**config.mk**
```make
export PLATFORM = sky130hd
export DESIGN_NAME = websocket_frame_deframer
export DESIGN_NICKNAME = d
export VERILOG_FILES = /design/src/rtl/wsd_pkg.sv /design/src/rtl/wsd_parser.sv /design/src/rtl/wsd_queue.sv /design/src/rtl/wsd_out.sv /design/src/rtl/websocket_frame_deframer.sv
export SDC_FILE = /design/constraint.sdc
export NUM_CORES = 1
export LEC_CHECK = 0
export ABC_AREA = 1
export BUFFER_PORTS_ARGS = -buffer_cell sky130_fd_sc_hd__buf_2
export CORE_MARGIN = 5
export CORE_UTILIZATION = 29
export DETAILED_ROUTE_END_ITERATION = 16
export PLACE_DENSITY = 0.54
export REMOVE_ABC_BUFFERS = 1
export SLEW_MARGIN = 0
export SYNTH_ARGS = -nofsm -noshare
export SYNTH_HDL_FRONTEND = slang
export SYNTH_SLANG_ARGS = --single-unit
export TNS_END_PERCENT = 10
```
**constraint.sdc**
```tcl
create_clock -name clk -period 5.2 [get_ports clk]
set_input_delay 0.52 -clock clk [delete_from_list [all_inputs] [get_ports clk]]
set_output_delay 0.52 -clock clk [all_outputs]
set_load 0.005 [all_outputs]
```
**src/rtl/wsd_pkg.sv**
```systemverilog
`timescale 1ns / 1ps
// Shared types and constants for the WebSocket frame deframer.
// No dependencies; every other rtl file refers to this package by scoped name.
package wsd_pkg;

    localparam int unsigned CFG_ADDR_W    = 2;
    localparam int unsigned CFG_DATA_W    = 32;
    localparam logic [CFG_ADDR_W-1:0] REG_MAX_PAYLOAD = 2'd0;
    localparam logic [31:0] MAX_PAYLOAD_RESET = 32'd4194304;

    localparam int unsigned Q_DEPTH = 4;
    localparam int unsigned Q_PTR_W = $clog2(Q_DEPTH);
    localparam int unsigned Q_CNT_W = $clog2(Q_DEPTH + 1);

    localparam logic [1:0] KIND_DATA  = 2'd0;
    localparam logic [1:0] KIND_EMPTY = 2'd1;
    localparam logic [1:0] KIND_ERROR = 2'd2;

    localparam logic [6:0] LEN_EXT16 = 7'd126;
    localparam logic [6:0] LEN_EXT64 = 7'd127;

    typedef struct packed {
        logic [1:0] kind;
        logic [3:0] opcode;
        logic [7:0] data;
        logic       last;
        logic       masked;
    } result_t;

    typedef struct packed {
        logic empty;
        logic full;
    } q_status_t;

endpackage

```
**src/rtl/wsd_parser.sv**
```systemverilog
`timescale 1ns / 1ps
// Front end: header parser that classifies each accepted byte and builds result entries.
// Depends on wsd_pkg.
module wsd_parser (
    input  logic                clk,
    input  logic                rst_n,
    input  logic                accept,
    input  logic [7:0]          stream_byte,
    input  logic                stream_start,
    input  logic [31:0]         max_payload,
    output logic                push,
    output wsd_pkg::result_t    push_entry
);

    typedef enum logic [2:0] {
        PH_HDR0 = 3'd0,
        PH_HDR1 = 3'd1,
        PH_EXT  = 3'd2,
        PH_KEY  = 3'd3,
        PH_DATA = 3'd4
    } phase_t;

    phase_t      phase_reg, phase_next;
    logic [3:0]  opcode_reg, opcode_next;
    logic        mask_reg, mask_next;
    logic [3:0]  ext_left_reg, ext_left_next;
    logic [63:0] len_reg, len_next;
    logic [31:0] key_reg, key_next;
    logic [2:0]  key_left_reg, key_left_next;
    logic [1:0]  mpos_reg, mpos_next;
    logic [31:0] pleft_reg, pleft_next;
    logic        halt_reg, halt_next;

    logic        len_done;
    logic        pay_start;
    logic [6:0]  len7;
    logic [7:0]  key_byte;
    logic [31:0] pleft_dec;

    always_comb
    begin
        phase_next    = phase_reg;
        opcode_next   = opcode_reg;
        mask_next     = mask_reg;
        ext_left_next = ext_left_reg;
        len_next      = len_reg;
        key_next      = key_reg;
        key_left_next = key_left_reg;
        mpos_next     = mpos_reg;
        pleft_next    = pleft_reg;
        halt_next     = halt_reg;
        len_done      = 1'b0;
        pay_start     = 1'b0;
        len7          = stream_byte[6:0];
        key_byte      = 8'd0;
        pleft_dec     = 32'd0;
        push          = 1'b0;
        push_entry    = '0;

        if (accept)
        begin
            if (stream_start)
            begin
                phase_next    = PH_HDR0;
                opcode_next   = 4'd0;
                mask_next     = 1'b0;
                ext_left_next = 4'd0;
                len_next      = 64'd0;
                key_next      = 32'd0;
                key_left_next = 3'd0;
                mpos_next     = 2'd0;
                pleft_next    = 32'd0;
                halt_next     = 1'b0;
            end

            if (!halt_next)
            begin
                pleft_dec = pleft_next - 32'd1;
                case (mpos_next)
                    2'd0:    key_byte = key_next[31:24];
                    2'd1:    key_byte = key_next[23:16];
                    2'd2:    key_byte = key_next[15:8];
                    default: key_byte = key_next[7:0];
                endcase
                if (!mask_next)
                begin
                    key_byte = 8'd0;
                end

                case (phase_next)
                    PH_HDR1:
                    begin
                        mask_next = stream_byte[7];
                        if (len7 == wsd_pkg::LEN_EXT16)
                        begin
                            len_next      = 64'd0;
                            ext_left_next = 4'd2;
                            phase_next    = PH_EXT;
                        end
                        else if (len7 == wsd_pkg::LEN_EXT64)
                        begin
                            len_next      = 64'd0;
                            ext_left_next = 4'd8;
                            phase_next    = PH_EXT;
                        end
                        else
                        begin
                            len_next = {57'd0, len7};
                            len_done = 1'b1;
                        end
                    end
                    PH_EXT:
                    begin
                        len_next      = {len_next[55:0], stream_byte};
                        ext_left_next = ext_left_next - 4'd1;
                        len_done      = (ext_left_next == 4'd0);
                    end
                    PH_KEY:
                    begin
                        key_next      = {key_next[23:0], stream_byte};
                        key_left_next = key_left_next - 3'd1;
                        pay_start     = (key_left_next == 3'd0);
                    end
                    PH_DATA:
                    begin
                        mpos_next         = mpos_next + 2'd1;
                        pleft_next        = pleft_dec;
                        push              = 1'b1;
                        push_entry.kind   = wsd_pkg::KIND_DATA;
                        push_entry.data   = stream_byte ^ key_byte;
                        push_entry.last   = (pleft_dec == 32'd0);
                        if (pleft_dec == 32'd0)
                        begin
                            phase_next = PH_HDR0;
                        end
                    end
                    default:
                    begin
                        opcode_next = stream_byte[3:0];
                        phase_next  = PH_HDR1;
                    end
                endcase

                if (len_done)
                begin
                    if (len_next > {32'd0, max_payload})
                    begin
                        halt_next       = 1'b1;
                        phase_next      = PH_HDR0;
                        push            = 1'b1;
                        push_entry.kind = wsd_pkg::KIND_ERROR;
                        push_entry.last = 1'b1;
                    end
                    else if (mask_next)
                    begin
                        key_left_next = 3'd4;
                        phase_next    = PH_KEY;
                    end
                    else
                    begin
                        pay_start = 1'b1;
                    end
                end

                if (pay_start)
                begin
                    mpos_next  = 2'd0;
                    pleft_next = len_next[31:0];
                    if (len_next[31:0] == 32'd0)
                    begin
                        phase_next      = PH_HDR0;
                        push            = 1'b1;
                        push_entry.kind = wsd_pkg::KIND_EMPTY;
                        push_entry.last = 1'b1;
                    end
                    else
                    begin
                        phase_next = PH_DATA;
                    end
                end

                push_entry.opcode = opcode_next;
                push_entry.masked = mask_next;
            end
        end
    end

    always_ff @(posedge clk or negedge rst_n)
    begin
        if (!rst_n)
        begin
            phase_reg    <= PH_HDR0;
            opcode_reg   <= 4'd0;
            mask_reg     <= 1'b0;
            ext_left_reg <= 4'd0;
            len_reg      <= 64'd0;
            key_reg      <= 32'd0;
            key_left_reg <= 3'd0;
            mpos_reg     <= 2'd0;
            pleft_reg    <= 32'd0;
            halt_reg     <= 1'b0;
        end
        else
        begin
            phase_reg    <= phase_next;
            opcode_reg   <= opcode_next;
            mask_reg     <= mask_next;
            ext_left_reg <= ext_left_next;
            len_reg      <= len_next;
            key_reg      <= key_next;
            key_left_reg <= key_left_next;
            mpos_reg     <= mpos_next;
            pleft_reg    <= pleft_next;
            halt_reg     <= halt_next;
        end
    end

endmodule

```
**src/rtl/wsd_queue.sv**
```systemverilog
`timescale 1ns / 1ps
// Small result queue between the parser and the output stage.
// Depends on wsd_pkg.
module wsd_queue (
    input  logic                  clk,
    input  logic                  rst_n,
    input  logic                  push,
    input  wsd_pkg::result_t      push_entry,
    input  logic                  pop,
    output wsd_pkg::result_t      head,
    output wsd_pkg::q_status_t    status
);

    wsd_pkg::result_t                 slot_reg [wsd_pkg::Q_DEPTH];
    logic [wsd_pkg::Q_PTR_W-1:0]      wr_ptr_reg, wr_ptr_next;
    logic [wsd_pkg::Q_PTR_W-1:0]      rd_ptr_reg, rd_ptr_next;
    logic [wsd_pkg::Q_CNT_W-1:0]      count_reg, count_next;

    always_comb
    begin
        wr_ptr_next = wr_ptr_reg;
        rd_ptr_next = rd_ptr_reg;
        count_next  = count_reg;
        if (push)
        begin
            wr_ptr_next = wr_ptr_reg + 1'b1;
        end
        if (pop)
        begin
            rd_ptr_next = rd_ptr_reg + 1'b1;
        end
        if (push && !pop)
        begin
            count_next = count_reg + 1'b1;
        end
        else if (pop && !push)
        begin
            count_next = count_reg - 1'b1;
        end
        head         = slot_reg[rd_ptr_reg];
        status.empty = (count_reg == '0);
        status.full  = (count_reg == wsd_pkg::Q_CNT_W'(wsd_pkg::Q_DEPTH));
    end

    always_ff @(posedge clk)
    begin
        if (push)
        begin
            slot_reg[wr_ptr_reg] <= push_entry;
        end
    end

    always_ff @(posedge clk or negedge rst_n)
    begin
        if (!rst_n)
        begin
            wr_ptr_reg <= '0;
            rd_ptr_reg <= '0;
            count_reg  <= '0;
        end
        else
        begin
            wr_ptr_reg <= wr_ptr_next;
            rd_ptr_reg <= rd_ptr_next;
            count_reg  <= count_next;
        end
    end

endmodule

```
**src/rtl/wsd_out.sv**
```systemverilog
`timescale 1ns / 1ps
// Back end: output register that drains the result queue onto the result channel.
// Depends on wsd_pkg.
module wsd_out (
    input  logic                  clk,
    input  logic                  rst_n,
    input  wsd_pkg::result_t      head,
    input  wsd_pkg::q_status_t    q_status,
    input  logic                  out_stall,
    output logic                  pop,
    output logic                  out_valid,
    output wsd_pkg::result_t      out_entry
);

    logic             valid_reg, valid_next;
    wsd_pkg::result_t entry_reg;

    always_comb
    begin
        pop        = !q_status.empty && (!valid_reg || !out_stall);
        valid_next = valid_reg;
        if (pop)
        begin
            valid_next = 1'b1;
        end
        else if (!out_stall)
        begin
            valid_next = 1'b0;
        end
        out_valid = valid_reg;
        out_entry = entry_reg;
    end

    always_ff @(posedge clk or negedge rst_n)
    begin
        if (!rst_n)
        begin
            valid_reg <= 1'b0;
        end
        else
        begin
            valid_reg <= valid_next;
        end
    end

    always_ff @(posedge clk)
    begin
        if (pop)
        begin
            entry_reg <= head;
        end
    end

endmodule

```
**src/rtl/websocket_frame_deframer.sv**
```systemverilog
`timescale 1ns / 1ps
// Top level of the WebSocket frame deframer: config register, parser, queue, output stage.
// Depends on wsd_pkg, wsd_parser, wsd_queue and wsd_out.
//
// Usage:
//   Input channel (in_valid / in_stall) carries one stream byte per transaction;
//   stream_start marks the first byte of a new connection and restarts parsing.
//   Result channel (out_valid / out_stall) carries at most one result per input
//   byte: unmasked payload bytes, an empty-frame marker, or a length error after
//   which bytes are dropped until the next stream start.
//   The APB port holds max_payload_bytes at address 0; write it only while idle.
//   Throughput: one byte per cycle while in_stall is low; the parser updates all its
//   state as each byte is taken. The parser writes a result into the four-entry queue
//   at the edge that takes its byte, and the output register loads it from the queue
//   once that register is empty or out_stall is low, and then raises out_valid.
//   When the receiver stalls, the queue fills; in_stall rises once it holds four
//   results, while bytes that give no result are taken as long as room remains.
//   Reset empties the queue and output, clears parse state and restores the
//   limit to 4194304.
module websocket_frame_deframer (
    input  logic                          clk,
    input  logic                          rst_n,
    input  logic                          psel,
    input  logic                          penable,
    input  logic                          pwrite,
    input  logic [wsd_pkg::CFG_ADDR_W-1:0] paddr,
    input  logic [wsd_pkg::CFG_DATA_W-1:0] pwdata,
    output logic [wsd_pkg::CFG_DATA_W-1:0] prdata,
    output logic                          pready,
    input  logic                          in_valid,
    output logic                          in_stall,
    input  logic [7:0]                    stream_byte,
    input  logic                          stream_start,
    output logic                          out_valid,
    input  logic                          out_stall,
    output logic [1:0]                    result_kind,
    output logic [3:0]                    frame_opcode_out,
    output logic [7:0]                    payload_byte,
    output logic                          last_in_frame,
    output logic                          was_masked
);

    logic [31:0]         max_payload_reg, max_payload_next;
    logic                in_accept;
    logic                q_push;
    logic                q_pop;
    wsd_pkg::result_t    push_entry;
    wsd_pkg::result_t    q_head;
    wsd_pkg::result_t    out_entry;
    wsd_pkg::q_status_t  q_stat;

    always_comb
    begin
        pready           = 1'b1;
        max_payload_next = max_payload_reg;
        if (psel && penable && pwrite && paddr == wsd_pkg::REG_MAX_PAYLOAD)
        begin
            max_payload_next = pwdata;
        end
        prdata = (paddr == wsd_pkg::REG_MAX_PAYLOAD) ? max_payload_reg : '0;
    end

    always_ff @(posedge clk or negedge rst_n)
    begin
        if (!rst_n)
        begin
            max_payload_reg <= wsd_pkg::MAX_PAYLOAD_RESET;
        end
        else
        begin
            max_payload_reg <= max_payload_next;
        end
    end

    assign in_stall  = q_stat.full;
    assign in_accept = in_valid && !in_stall;

    wsd_parser u_parser (
        .clk          (clk),
        .rst_n        (rst_n),
        .accept       (in_accept),
        .stream_byte  (stream_byte),
        .stream_start (stream_start),
        .max_payload  (max_payload_reg),
        .push         (q_push),
        .push_entry   (push_entry)
    );

    wsd_queue u_queue (
        .clk        (clk),
        .rst_n      (rst_n),
        .push       (q_push),
        .push_entry (push_entry),
        .pop        (q_pop),
        .head       (q_head),
        .status     (q_stat)
    );

    wsd_out u_out (
        .clk       (clk),
        .rst_n     (rst_n),
        .head      (q_head),
        .q_status  (q_stat),
        .out_stall (out_stall),
        .pop       (q_pop),
        .out_valid (out_valid),
        .out_entry (out_entry)
    );

    assign result_kind      = out_entry.kind;
    assign frame_opcode_out = out_entry.opcode;
    assign payload_byte     = out_entry.data;
    assign last_in_frame    = out_entry.last;
    assign was_masked       = out_entry.masked;

    a_push_room: assert property (@(posedge clk) disable iff (!rst_n)
        q_push |-> !q_stat.full)
        else $error("result pushed into a full queue");

    a_marker_shape: assert property (@(posedge clk) disable iff (!rst_n)
        (out_valid && result_kind != wsd_pkg::KIND_DATA) |->
            (last_in_frame && payload_byte == 8'd0))
        else $error("marker or error result is not a clean last result");

    a_out_source: assert property (@(posedge clk) disable iff (!rst_n)
        $rose(out_valid) |-> $past(!q_stat.empty))
        else $error("output became valid with an empty queue");

endmodule
```
==> summary.md, run 1 <==
| Metric | Value |
|---|---|
| Status | `finished, final reports clean` |
| Synthesized cell area | `about 16,000 µm²` |
| Peak supply drop | `roughly 250 µV` |
| Synthesized flop and latch total | `between 200 and 300` |
| Clock tree root buffer cell | `clkbuf_16` |
| Placed Area | `about 17,000 µm²` |
| Number of detailed-route iterations in the first pass | `7` |
| Die width | `246.2 µm` |
| Die Y | `between 200 and 250 µm` |
| Proportion of synthesized flip-flops having asynchronous set or reset | `69.92%` |
| Commonest register cell after synthesis | `dfrtp_1` |
| Remaining max-slew budget at the tightest pin | `28.60%` |
| Via-per-instance ratio | `between 4 and 5` |
| TritonCTS sink count | `about 270` |
| Via count of the first global-routing pass | `around 14,000` |
| Std-Cell Rows | `between 80 and 90` |
| Highest-count cells in the layout ignoring fill and taps | `nand2_1 (573), nor2_1 (300), inv_1 (226)` |
| Port buffer count | `slightly below 100` |
| Final worst-path setup slack | `roughly 0.56 ns` |
| Maximum fanout along the worst path | `18` |
| Post-synthesis cell type count | `54` |
| Setup repair after global routing missed its margin | `false` |
| Setup clock skew after layout | `between 0.01 and 0.015 ns` |
| Critical path arrival | `around 5.1 ns` |
| Mean cell area of the mapped netlist | `7.350 µm²` |
| Sequential area share after synthesis | `around 44%` |
| Power density cells | `roughly 450 nW/µm²` |
| Max frequency | `~220 MHz` |
| Max-cap violations | `0` |
| Startpoint of the most critical register-to-register path | `u_parser.phase_reg[1]` |
| WP data required | `about 5.7 ns` |
| Wirelength per Cell | `roughly 16 µm` |
| Worst slack after detailed placement | `approximately 0.46 ns` |
| Non-Filler Instances | `around 3,000` |
| Number of synthesized flops with an enable pin | `80` |
| Share of the synthesized area in the top cell type | `around 29%` |
| Kind of capture point of the worst setup path | `flip-flop` |
| Cell area after layout | `between 15,000 and 20,000 µm²` |
| Resize count post-CTS | `0` |
| Cell repeated most along the worst path | `nand2_1` |
| Commonest non-fill, non-tap cell in the layout | `nand2_1` |
| TritonCTS clock tree | `yes` |
| Beginning of the critical path | `u_parser.phase_reg[1]` |
| Number of cells produced by synthesis | `~2,200` |
| Worst-path clk slew | `0.07 ns` |
| Setup Viol. Count Final | `0` |
| Post-detailed-placement half-perimeter wirelength | `33,540 µm` |
| Category of the most critical setup path | `flip-flop to flip-flop` |
| Leakage power figure | `around 8.9 nW` |
| Placeable core region | `between 50,000 and 60,000 µm²` |
| Skew-Pair Late Insertion Delay | `around 0.59 ns` |
| Part of the cycle the worst path needs | `around nine tenths` |
| Die Outline Area | `slightly above 60,000 µm²` |
| Routed Antenna Nets | `0` |
| Critical Path Source Type | `flip-flop` |
| Number of endpoints with negative hold slack in the final report | `0` |
| Overflow left after global routing | `0` |
| Diodes inserted | `0` |
| Initial antenna violation count | `0` |
| Number of buffers between clock root and the deepest sink | `3` |
| Initial Util | `~29%` |
| Worst Tran Pin Value | `approximately 1.1 ns` |
| Cell count after placement | `between 2,000 and 3,000` |
| Cell with the biggest individual delay on the critical path | `fa_1` |
| CTS HTree Levels | `1` |
| Cts bufs inserted | `31` |
| CP Cell Sequence | `inv_1, nor2_4, nand2_4, nand2_4, nor2_4, nand2_1, o21ai_1, ha_1, a21oi_1, o21ai_0, nor2_1, nand2_1, nand2_1, nand2_1, nand2_1, nand2_1, a21oi_1, nand2_1, nand2_2, inv_1, ha_1, inv_1, fa_1, mux2_2` |
| Total of hold buffers inserted after clock tree synthesis | `0` |
| Final wirelength | `49,060 µm` |
| HP Class | `input port to async pin` |
| Count of pins over their slew limit | `0` |
| Number of warning messages in the yosys log | `0` |
| Count of pins on the block boundary | `101` |
| Via count | `14,738` |
| Number of nets at the end of the flow | `2,358` |
| Global-route wire length before repair | `about 80,000 µm` |
| Relative area change from synthesis to final layout | `14.42%` |
| Biggest area contributors in the synthesized netlist | `dfrtp_1 (29%), edfxtp_1 (15%), nand2_1 (13%)` |
| Power consumption | `about 8.4 mW` |
| Period minus WS final | `~4.6 ns` |
| Biggest cell delay along the critical path | `approximately 0.42 ns` |
| Number of inserted filler cells in the final layout | `5,881` |
| Starting DRC count in detailed routing | `about 1,200` |
| Layout cells sized above 1 | `10.91%` |
| Buffer count from post-CTS setup fixing | `0` |
| Largest area contributor in the synthesized netlist | `dfrtp_1` |
| Total global routing track utilization | `between 10% and 20%` |
| # DRC | `0` |
| Routability Congestion | `between 0.9 and 1` |
| Maximum number of pins on one net before global-route repair | `~110` |
==> final cells by class <==
| class | instances | area [µm²] | share of cell area [%] |
|---|---|---|---|
| multi-input combinational | 1585 | 7695 | 41.57 |
| sequential | 266 | 7058 | 38.13 |
| tap | 748 | 935.9 | 5.056 |
| inverter | 233 | 878.3 | 4.745 |
| timing repair buffer | 143 | 847.1 | 4.576 |
| clock buffer | 36 | 804.5 | 4.346 |
| clock inverter | 19 | 292.8 | 1.582 |
==> logic make-up after synthesis <==
| group | share of synthesized area (%) |
|---|---|
| flip-flops | 43.63 |
| buffers and inverters | 8.933 |
| XOR/XNOR | 0.8120 |
| AND/OR/NAND/NOR | 28.48 |
| adder cells (fa/ha/maj) | 3.759 |
| AO/OA/AOI/OAI | 14.29 |
| other | 0.02318 |
| multiplexers | 0.06960 |
==> critical path, delay by kind of cell, from the launching register on <==
| kind | cells | cell delay, ns |
|---|---|---|
| and+or+nand+nor | 13 | 1.73 |
| adders and majority gates | 3 | 1.00 |
| AOI/OAI and AO/OA | 4 | 0.75 |
| DFF | 1 | 0.37 |
| buffers and inverters | 3 | 0.34 |
| muxes | 1 | 0.27 |
==> routing by layer <==
metal / vias up / global-route usage (%) / part of all wire, %
li1: 7320 / - / -
met1: 6939 / 22.71 / 47
met2: 397 / 25.68 / 44
met3: 82 / 2.202 / 5.2
met4: 0 / 4.644 / 3.1
met5: - / 0 / 0
==> path summary, 6_finish.rpt <==
path / endpoint / slack (ns) / depth (start not counted)
max: u_queue.count_reg[1] / 0.56 / 24
min: u_parser.len_reg[56] / 0.01 / 1
max reg2reg: u_queue.count_reg[1] / 0.56 / 24
min reg2reg: u_parser.len_reg[59] / 0.48 / 2
max in group asynchronous: u_parser.pleft_reg[18] / 3.92 / 2
min in group clk: max_payload_reg[22] / 0.17 / 3
==> power breakdown <==
group	internal [mW]	total, mW	switching (mW)
Clock	1.45	2.37	0.915
Sequential	2.62	2.91	0.286
Combinational	0.955	3.08	2.12
Total	5.03	8.35	3.32
==> through the flow <==
step	utilization (%)	TNS [ns]	hold WS (ns)
finish	33.54	0	0.01316
detailed placement	31.55	0	0.4647
global placement	31.55	0	0.4624
global route	33.54	0	0.07390
CTS	33.54	0	0.03152
floorplan	-	-607.07	0.2244
==> synth_stat cells (4+ instances only) <==
cell      count
or2_2        13
edfxtp_1     80
o221a_2       4
nand4_1      30
nor3_1        6
o21bai_1      5
a21oi_1     126
nor4_1        4
clkbuf_1     76
o21ai_1      16
nand2_2      13
nand3_1     128
nand3b_1      9
xor2_1       11
dfrtp_1     185
buf_1         5
xnor2_1       4
inv_1       227
o21ai_0     183
nor2_2        7
nor2_1      304
nand2_1     573
nor3b_1       6
a31oi_1       4
o22ai_1      39
a22o_1       16
o211ai_1      8
buf_4        11
ha_1         47
buf_6         9
buf_2        16
Note: power is estimated with default switching activity, not from simulation.
==> inputs of run 2 (changes only) <==
BUFFER_PORTS_ARGS = not set   (was -buffer_cell sky130_fd_sc_hd__buf_2)
CTS_BUF_LIST = sky130_fd_sc_hd__clkbuf_16   (was not set)
DONT_BUFFER_PORTS = 1   (was not set)
PLACE_DENSITY = 0.53   (was 0.54)
clock period = 5.9 ns   (was 5.2 ns; I/O delays follow)
==> run 2 against run 1 <==
Against the previous run: cell count shrank 3.7%; die area is the same; combinational power shrank 16%; critical path depth shrank 1; clock-buffer cell count shrank 1; critical path type unchanged.
==> summary.md, run 2 (synthesis gave the netlist of run 1 again) <==
| Metric | Value |
|---|---|
| Status | `finished, final reports clean` |
| # DRC | `0 (unchanged)` |
| CTS HTree Levels | `2 (+1)` |
| CP Cell Sequence | `inv_1, nor2_4, nand2_4, nand2_4, o22ai_1, ha_1, nand2_1, nor2_1, nor3b_1, nand4_1, nand2_1, nand3_4, nand2_4, nand2_1, nand2_1, nand2_2, inv_1, ha_1, inv_1, fa_1, a21oi_1, o21ai_0, xor2_1` |
| Worst Tran Pin Value | `1.098 ns (+0.02699 ns)` |
| Routed Antenna Nets | `0 (unchanged)` |
| Count of pins over their slew limit | `0 (unchanged)` |
| Number of endpoints with negative hold slack in the final report | `0 (unchanged)` |
| Die Y | `246.2 µm (unchanged)` |
| Relative area change from synthesis to final layout | `10.46%` |
| Switching portion of total power | `40.14% (+0.37 points)` |
| Buffer count from post-CTS setup fixing | `0 (unchanged)` |
| Routability Congestion | `0.9241 (+1.8%)` |
| Resize count post-CTS | `0 (unchanged)` |
| Flop pwr share | `35.7% (+0.9 points)` |
| WP data required | `6.31 ns (+0.64 ns)` |
| Category of the most critical setup path | `flip-flop to flip-flop` |
| Setup Viol. Count Final | `0 (unchanged)` |
| Post-detailed-placement half-perimeter wirelength | `32,140 µm (-4.2%)` |
| Count of cells along the worst register-to-register path | `23 (-4.2%)` |
| Peak supply drop | `242.7 µV (-4.7%)` |
| Overflow left after global routing | `0 (unchanged)` |
| Std-Cell Rows | `86 (unchanged)` |
| Non-Filler Instances | `2,917 (-3.7%)` |
| Number of detailed-route iterations in the first pass | `5 (-2)` |
| Leakage power figure | `8.411 nW (-5.4%)` |
| Port buffer count | `0 (-100%)` |
| Die width | `246.2 µm (unchanged)` |
| Worst-path clk slew | `0.06 ns (about the same)` |
| Skew-Pair Late Insertion Delay | `0.54 ns (-0.05 ns)` |
| Number of buffers between clock root and the deepest sink | `3 (unchanged)` |
| Worst slack after detailed placement | `0.9820 ns (+0.5207 ns)` |
| Maximum fanout along the worst path | `27 (+9)` |
| Gate power share | `35.6% (-1.2 points)` |
| Initial antenna violation count | `0 (unchanged)` |
| Final wirelength | `48,680 µm (-0.78%)` |
| Remaining max-slew budget at the tightest pin | `26.80% (-1.8 points)` |
| Internal | `4.333 mW (-14%)` |
| HP Class | `input port to async pin` |
| Final worst-path setup slack | `0.9845 ns (+0.4206 ns)` |
| Highest-count cells in the layout ignoring fill and taps | `nand2_1 (573), nor2_1 (300), inv_1 (234)` |
| Max frequency | `203.4 MHz (-5.7%)` |
| Setup repair after global routing missed its margin | `false` |
| WP depth | `23 (-4.2%)` |
| Starting DRC count in detailed routing | `1,107 (-7.0%)` |
| Layout cells sized above 1 | `5.855% (-5.1 points)` |
| Maximum number of pins on one net before global-route repair | `187 (+65%)` |
| Critical path arrival | `5.32 ns (+0.21 ns)` |
| Cell count after placement | `2,856 (-4.0%)` |
| Clock tree root buffer cell | `clkbuf_16` |
| Total global routing track utilization | `15.81% (-0.23 points)` |
| Power density cells | `405.1 nW/µm² (-10%)` |
| Cell repeated most along the worst path | `nand2_1` |
| Count of pins on the block boundary | `101 (unchanged)` |
| Setup clock skew after layout | `0.02259 ns (+0.009803 ns)` |
| Gate family responsible for the most delay along the worst path | `simple AND/OR/NAND/NOR gates` |
| Kind of capture point of the worst setup path | `flip-flop` |
| Global-route wire length before repair | `77,320 µm (-3.2%)` |
| Commonest non-fill, non-tap cell in the layout | `nand2_1` |
| Cts bufs inserted | `34 (+9.7%)` |
| Max-cap violations | `0 (unchanged)` |
| Number of nets at the end of the flow | `2,243 (-4.9%)` |
| TritonCTS sink count | `266 (unchanged)` |
| Switching power | `2.906 mW (-13%)` |
| TritonCTS clock tree | `yes` |
| Clock network power share | `28.6% (+0.3 points)` |
| Diodes inserted | `0 (unchanged)` |
| Via count of the first global-routing pass | `13,662 (-4.7%)` |
| Wirelength per Cell | `16.69 µm (+3.1%)` |
| Cell with the biggest individual delay on the critical path | `o22ai_1` |
| Die Outline Area | `60,610 µm² (unchanged)` |
| Biggest cell delay along the critical path | `0.72 ns (+0.30 ns)` |
| Period minus WS final | `4.915 ns (+0.2794 ns)` |
| Critical Path Source Type | `flip-flop` |
| Initial Util | `29.31% (unchanged)` |
| Critical path buffer and inverter count | `3 (unchanged)` |
| Via-per-instance ratio | `4.894 (+0.61%)` |
| Via count | `14,275 (-3.1%)` |
| Placeable core region | `55,200 µm² (unchanged)` |
| Part of the cycle the worst path needs | `83.31% (-5.8 points)` |
| Power consumption | `7.239 mW (-13%)` |
run 2: cell types whose count changed in the layout (fill, tap and decap cells not counted), moves of 2 or more:
cell	delta
buf_2	-98
buf_4	-19
inv_1	+8
clkinv_1	+5
clkbuf_1	-4
clkbuf_16	+4
bufinv_16	-3
clkinvlp_4	-3
clkbuf_8	-2
clkinv_2	-2
run 2: layer usage:
metal  up-vias  track usage (%)  share of wire (%)
met4         0            5.760                3.6
met1      6735            22.13                 48
met5         -                0                  0
li1       7090                -                  -
met2       362            24.63                 44
met3        88            2.701                5.1
run 2: final cells by class:
| class | instances | area [µm²] |
|---|---|---|
| clock buffers | 35 | 875.8 |
| well taps | 748 | 935.9 |
| fillers | 5894 | 37330 |
| repair buffers | 25 | 207.7 |
| clock inverters | 25 | 219.0 |
| flip-flops and latches | 266 | 7058 |
| multi-input cells | 1585 | 7695 |
| inverters | 233 | 878.3 |
run 2: per-stage QoR:
step	area, µm²	hold WS (ns)	utilization (%)	setup TNS (ns)
floorplan	15610	0.2944	-	-503.12
CTS	17870	0.1673	32.37	0
finish	17870	0.1618	32.37	0
global route	17870	0.2031	32.37	0
global placement	16750	0.3200	30.34	0
detailed placement	16750	0.3206	30.34	0
run 2: path summary, 6_finish.rpt:
check	slack, ns	startpoint	endpoint
worst min register to register	0.47	u_parser.len_reg[59]	u_parser.len_reg[59]
worst min-delay path	0.16	rst_n	u_parser.len_reg[63]
worst max register to register	0.98	u_parser.phase_reg[1]	u_queue.count_reg[2]
min in group clk	0.20	pwdata[22]	max_payload_reg[22]
max in group asynchronous	5.06	rst_n	u_parser.pleft_reg[13]
worst max-delay path	0.98	u_parser.phase_reg[1]	u_queue.count_reg[2]
run 2: repair_timing:
item / 4_1_cts / 5_1_grt
endpoints found under the hold margin: 186 / 0
setup endpoints to repair: 0 / 0
hold buffers: 1 / 0
run 2: power by group through the flow:
stage               clock (mW)  sequential, mW  combinational (mW)
floorplan                    0            2.55                1.81
global placement             0            2.61                2.50
detailed placement           0            2.62                2.54
CTS                       2.13            2.59                2.59
global route              2.21            2.63                2.92
finish                    2.07            2.59                2.58
==> inputs of run 3 (changes only) <==
clock period = 5.1 ns   (was 5.9 ns; I/O delays follow)
==> run 3 against run 2 <==
Against the previous run: via count rose by 0.99%; routed wire length grew 2.6%; clock skew is 0.0039 ns higher; maximum frequency increased by 7.3%; non-clock buffer count rose by 6; sequential share of layout area decreased by 0.33 points; total power is 19% higher; highest routed layer unchanged; register-to-register slack worse by 0.47 ns.
==> summary.md, run 3 (synthesis gave the netlist of run 1 again) <==
| Metric | Value |
|---|---|
| Max-cap violations | `0 (unchanged)` |
| Maximum number of pins on one net before global-route repair | `187 (unchanged)` |
| Maximum fanout along the worst path | `14 (-48%)` |
| Relative area change from synthesis to final layout | `11.38%` |
| Initial Util | `29.31% (unchanged)` |
| Final worst-path setup slack | `0.5173 ns (-0.4672 ns)` |
| Final wirelength | `49,920 µm (+2.6%)` |
| Port buffer count | `0 (unchanged)` |
| Worst-path clk slew | `0.06 ns (about the same)` |
| Routed Antenna Nets | `0 (unchanged)` |
| Via-per-instance ratio | `4.930 (+0.75%)` |
| Placed Area | `16,790 µm² (+0.27%)` |
| Leakage power figure | `8.469 nW (+0.70%)` |
| Part of the cycle the worst path needs | `89.86% (+6.5 points)` |
| Number of endpoints with negative hold slack in the final report | `0 (unchanged)` |
| Power density cells | `476.4 nW/µm² (+18%)` |
| Layout cells sized above 1 | `6.618% (+0.76 points)` |
| Skew-Pair Late Insertion Delay | `0.56 ns (+0.02 ns)` |
| Wirelength per Cell | `17.07 µm (+2.3%)` |
| Initial antenna violation count | `0 (unchanged)` |
| Biggest cell delay along the critical path | `0.43 ns (-0.29 ns)` |
| Non-Filler Instances | `2,924 (+0.24%)` |
| Highest-count cells in the layout ignoring fill and taps | `nand2_1 (573), nor2_1 (300), inv_1 (232)` |
| Global-route wire length before repair | `79,160 µm (+2.4%)` |
| Number of buffers between clock root and the deepest sink | `3 (unchanged)` |
| Setup Viol. Count Final | `0 (unchanged)` |
| Status | `finished, final reports clean` |
| Startpoint of the most critical register-to-register path | `u_parser.phase_reg[2]` |
| Post-detailed-placement half-perimeter wirelength | `33,270 µm (+3.5%)` |
| Number of detailed-route iterations in the first pass | `5 (unchanged)` |
| Category of the most critical setup path | `flip-flop to flip-flop` |
| # DRC | `0 (unchanged)` |
| Sequential cell area | `7058 µm² (unchanged)` |
| Multi-input gate area in the final layout | `7700 µm² (about the same)` |
| Overflow left after global routing | `0 (unchanged)` |
| Cell count after placement | `2,862 (+0.21%)` |
| CTS HTree Levels | `2 (unchanged)` |
| Setup repair after global routing missed its margin | `false` |
| Clock tree root buffer cell | `clkbuf_16` |
| TritonCTS sink count | `266 (unchanged)` |
| Max frequency | `218.2 MHz (+7.3%)` |
| Via count of the first global-routing pass | `13,753 (+0.67%)` |
| Cell area after layout | `18,020 µm² (+0.83%)` |
| HP Class | `input port to async pin` |
| Placeable core region | `55,200 µm² (unchanged)` |
| Remaining max-slew budget at the tightest pin | `29.86% (+3.1 points)` |
| Critical Path Source Type | `flip-flop` |
| Commonest non-fill, non-tap cell in the layout | `nand2_1` |
| Total global routing track utilization | `16.27% (+0.47 points)` |
| Worst slack after detailed placement | `0.3785 ns (-0.6036 ns)` |
| Count of cells along the worst register-to-register path | `26 (+13%)` |
| Peak supply drop | `224.7 µV (-7.4%)` |
| Kind of capture point of the worst setup path | `flip-flop` |
| Critical R2R Capture | `u_queue.count_reg[2]` |
| Number of inserted filler cells in the final layout | `5,884 (-0.17%)` |
| Count of pins on the block boundary | `101 (unchanged)` |
| Period minus WS final | `4.583 ns (-0.3328 ns)` |
| Die Y | `246.2 µm (unchanged)` |
| Cell repeated most along the worst path | `nand2_1` |
| Number of nets at the end of the flow | `2,249 (+0.27%)` |
| Starting DRC count in detailed routing | `1,230 (+11%)` |
| Setup slack of the worst register-to-register path | `0.52 ns (-0.47 ns)` |
| Cts bufs inserted | `34 (unchanged)` |
| Std-Cell Rows | `86 (unchanged)` |
| Die width | `246.2 µm (unchanged)` |
| Die Outline Area | `60,610 µm² (unchanged)` |
| Count of pins over their slew limit | `0 (unchanged)` |
| Worst Tran Pin Value | `1.052 ns (-0.04590 ns)` |
| Diodes inserted | `0 (unchanged)` |
| Routability Congestion | `0.8852 (-4.2%)` |
| Critical path arrival | `5.02 ns (-0.30 ns)` |
| WP data required | `5.54 ns (-0.77 ns)` |
| TritonCTS clock tree | `yes` |
| Cell with the biggest individual delay on the critical path | `dfrtp_1` |
| Via count | `14,416 (+0.99%)` |
| Setup clock skew after layout | `0.02646 ns (+0.003870 ns)` |
-- run 3: cell types whose count changed in the layout (fill, tap and decap cells not counted), sizes merged --
| cell | before | now |
|---|---|---|
| buf | 25 | 31 |
| inv | 241 | 237 |
| clkinvlp | 0 | 3 |
| bufinv | 4 | 6 |
| clkbuf | 35 | 34 |
| clkinv | 13 | 14 |
-- run 3: layout make-up --
type,instances,share of cell area [%]
Multi-Input combinational cell,1585,42.73
Clock buffer,34,4.722
Inverter,233,4.875
Timing Repair Buffer,31,1.403
Tap cell,748,5.194
Sequential cell,266,39.17
Clock inverter,27,1.903
-- run 3: where the power goes --
group	internal [mW]	switching (mW)	total [mW]	leakage, nW
Clock	1.54	1.02	2.56	0.595
Combinational	0.902	2.14	3.05	4.73
Sequential	2.68	0.299	2.98	3.15
-- run 3: worst max-delay path: cells and delay by family, from the launching register on --
| kind | cells | cell delay [ns] |
|---|---|---|
| simple gates | 13 | 1.73 |
| fa+ha+maj | 3 | 0.85 |
| xor+xnor | 1 | 0.15 |
| flops | 1 | 0.43 |
| compound gates | 6 | 0.93 |
| buf+inv | 3 | 0.35 |
-- run 3: through the flow --
| step | power, mW | utilization (%) | hold slack [ns] | TNS, ns |
|---|---|---|---|---|
| final | 8.584 | 32.64 | 0.04419 | 0 |
| after global routing | 9.232 | 32.64 | 0.07370 | 0 |
| after CTS | 8.678 | 32.63 | 0.06935 | 0 |
| after detailed placement | 6.017 | 30.42 | 0.2396 | 0 |
| after global placement | 5.959 | 30.42 | 0.2390 | 0 |
| after floorplan | 5.039 | - | 0.2144 | -621.92 |
-- run 3: timing repair --
| action | in CTS | in global routing |
|---|---|---|
| hold endpoints to repair | 186 | 0 |
| hold buffers | 1 | 0 |
| setup endpoints to repair | 0 | 2 |
| setup buffers | 0 | 0 |
| resized for setup | 0 | 1 |
-- run 3: worst max-delay path by stage --
| stage | start | to | cells after the start |
|---|---|---|---|
| global placement | stream_start | u_queue.count_reg[2] | 23 |
| CTS | u_parser.phase_reg[2] | u_queue.count_reg[2] | 24 |
| floorplan | in_valid | u_parser.ext_left_reg[2] | 6 |
| finish | u_parser.phase_reg[2] | u_queue.count_reg[2] | 26 |
| detailed placement | stream_start | u_queue.count_reg[2] | 24 |
| global route | u_parser.phase_reg[2] | u_queue.count_reg[2] | 24 |
-- run 3: layer usage --
layer,track usage (%),wire length [µm],vias to the layer above
li1,-,-,7103
met2,25.33,22250,399
met4,5.432,1581,0
met1,22.95,23320,6836
met5,0,0,-
met3,2.886,2770,78
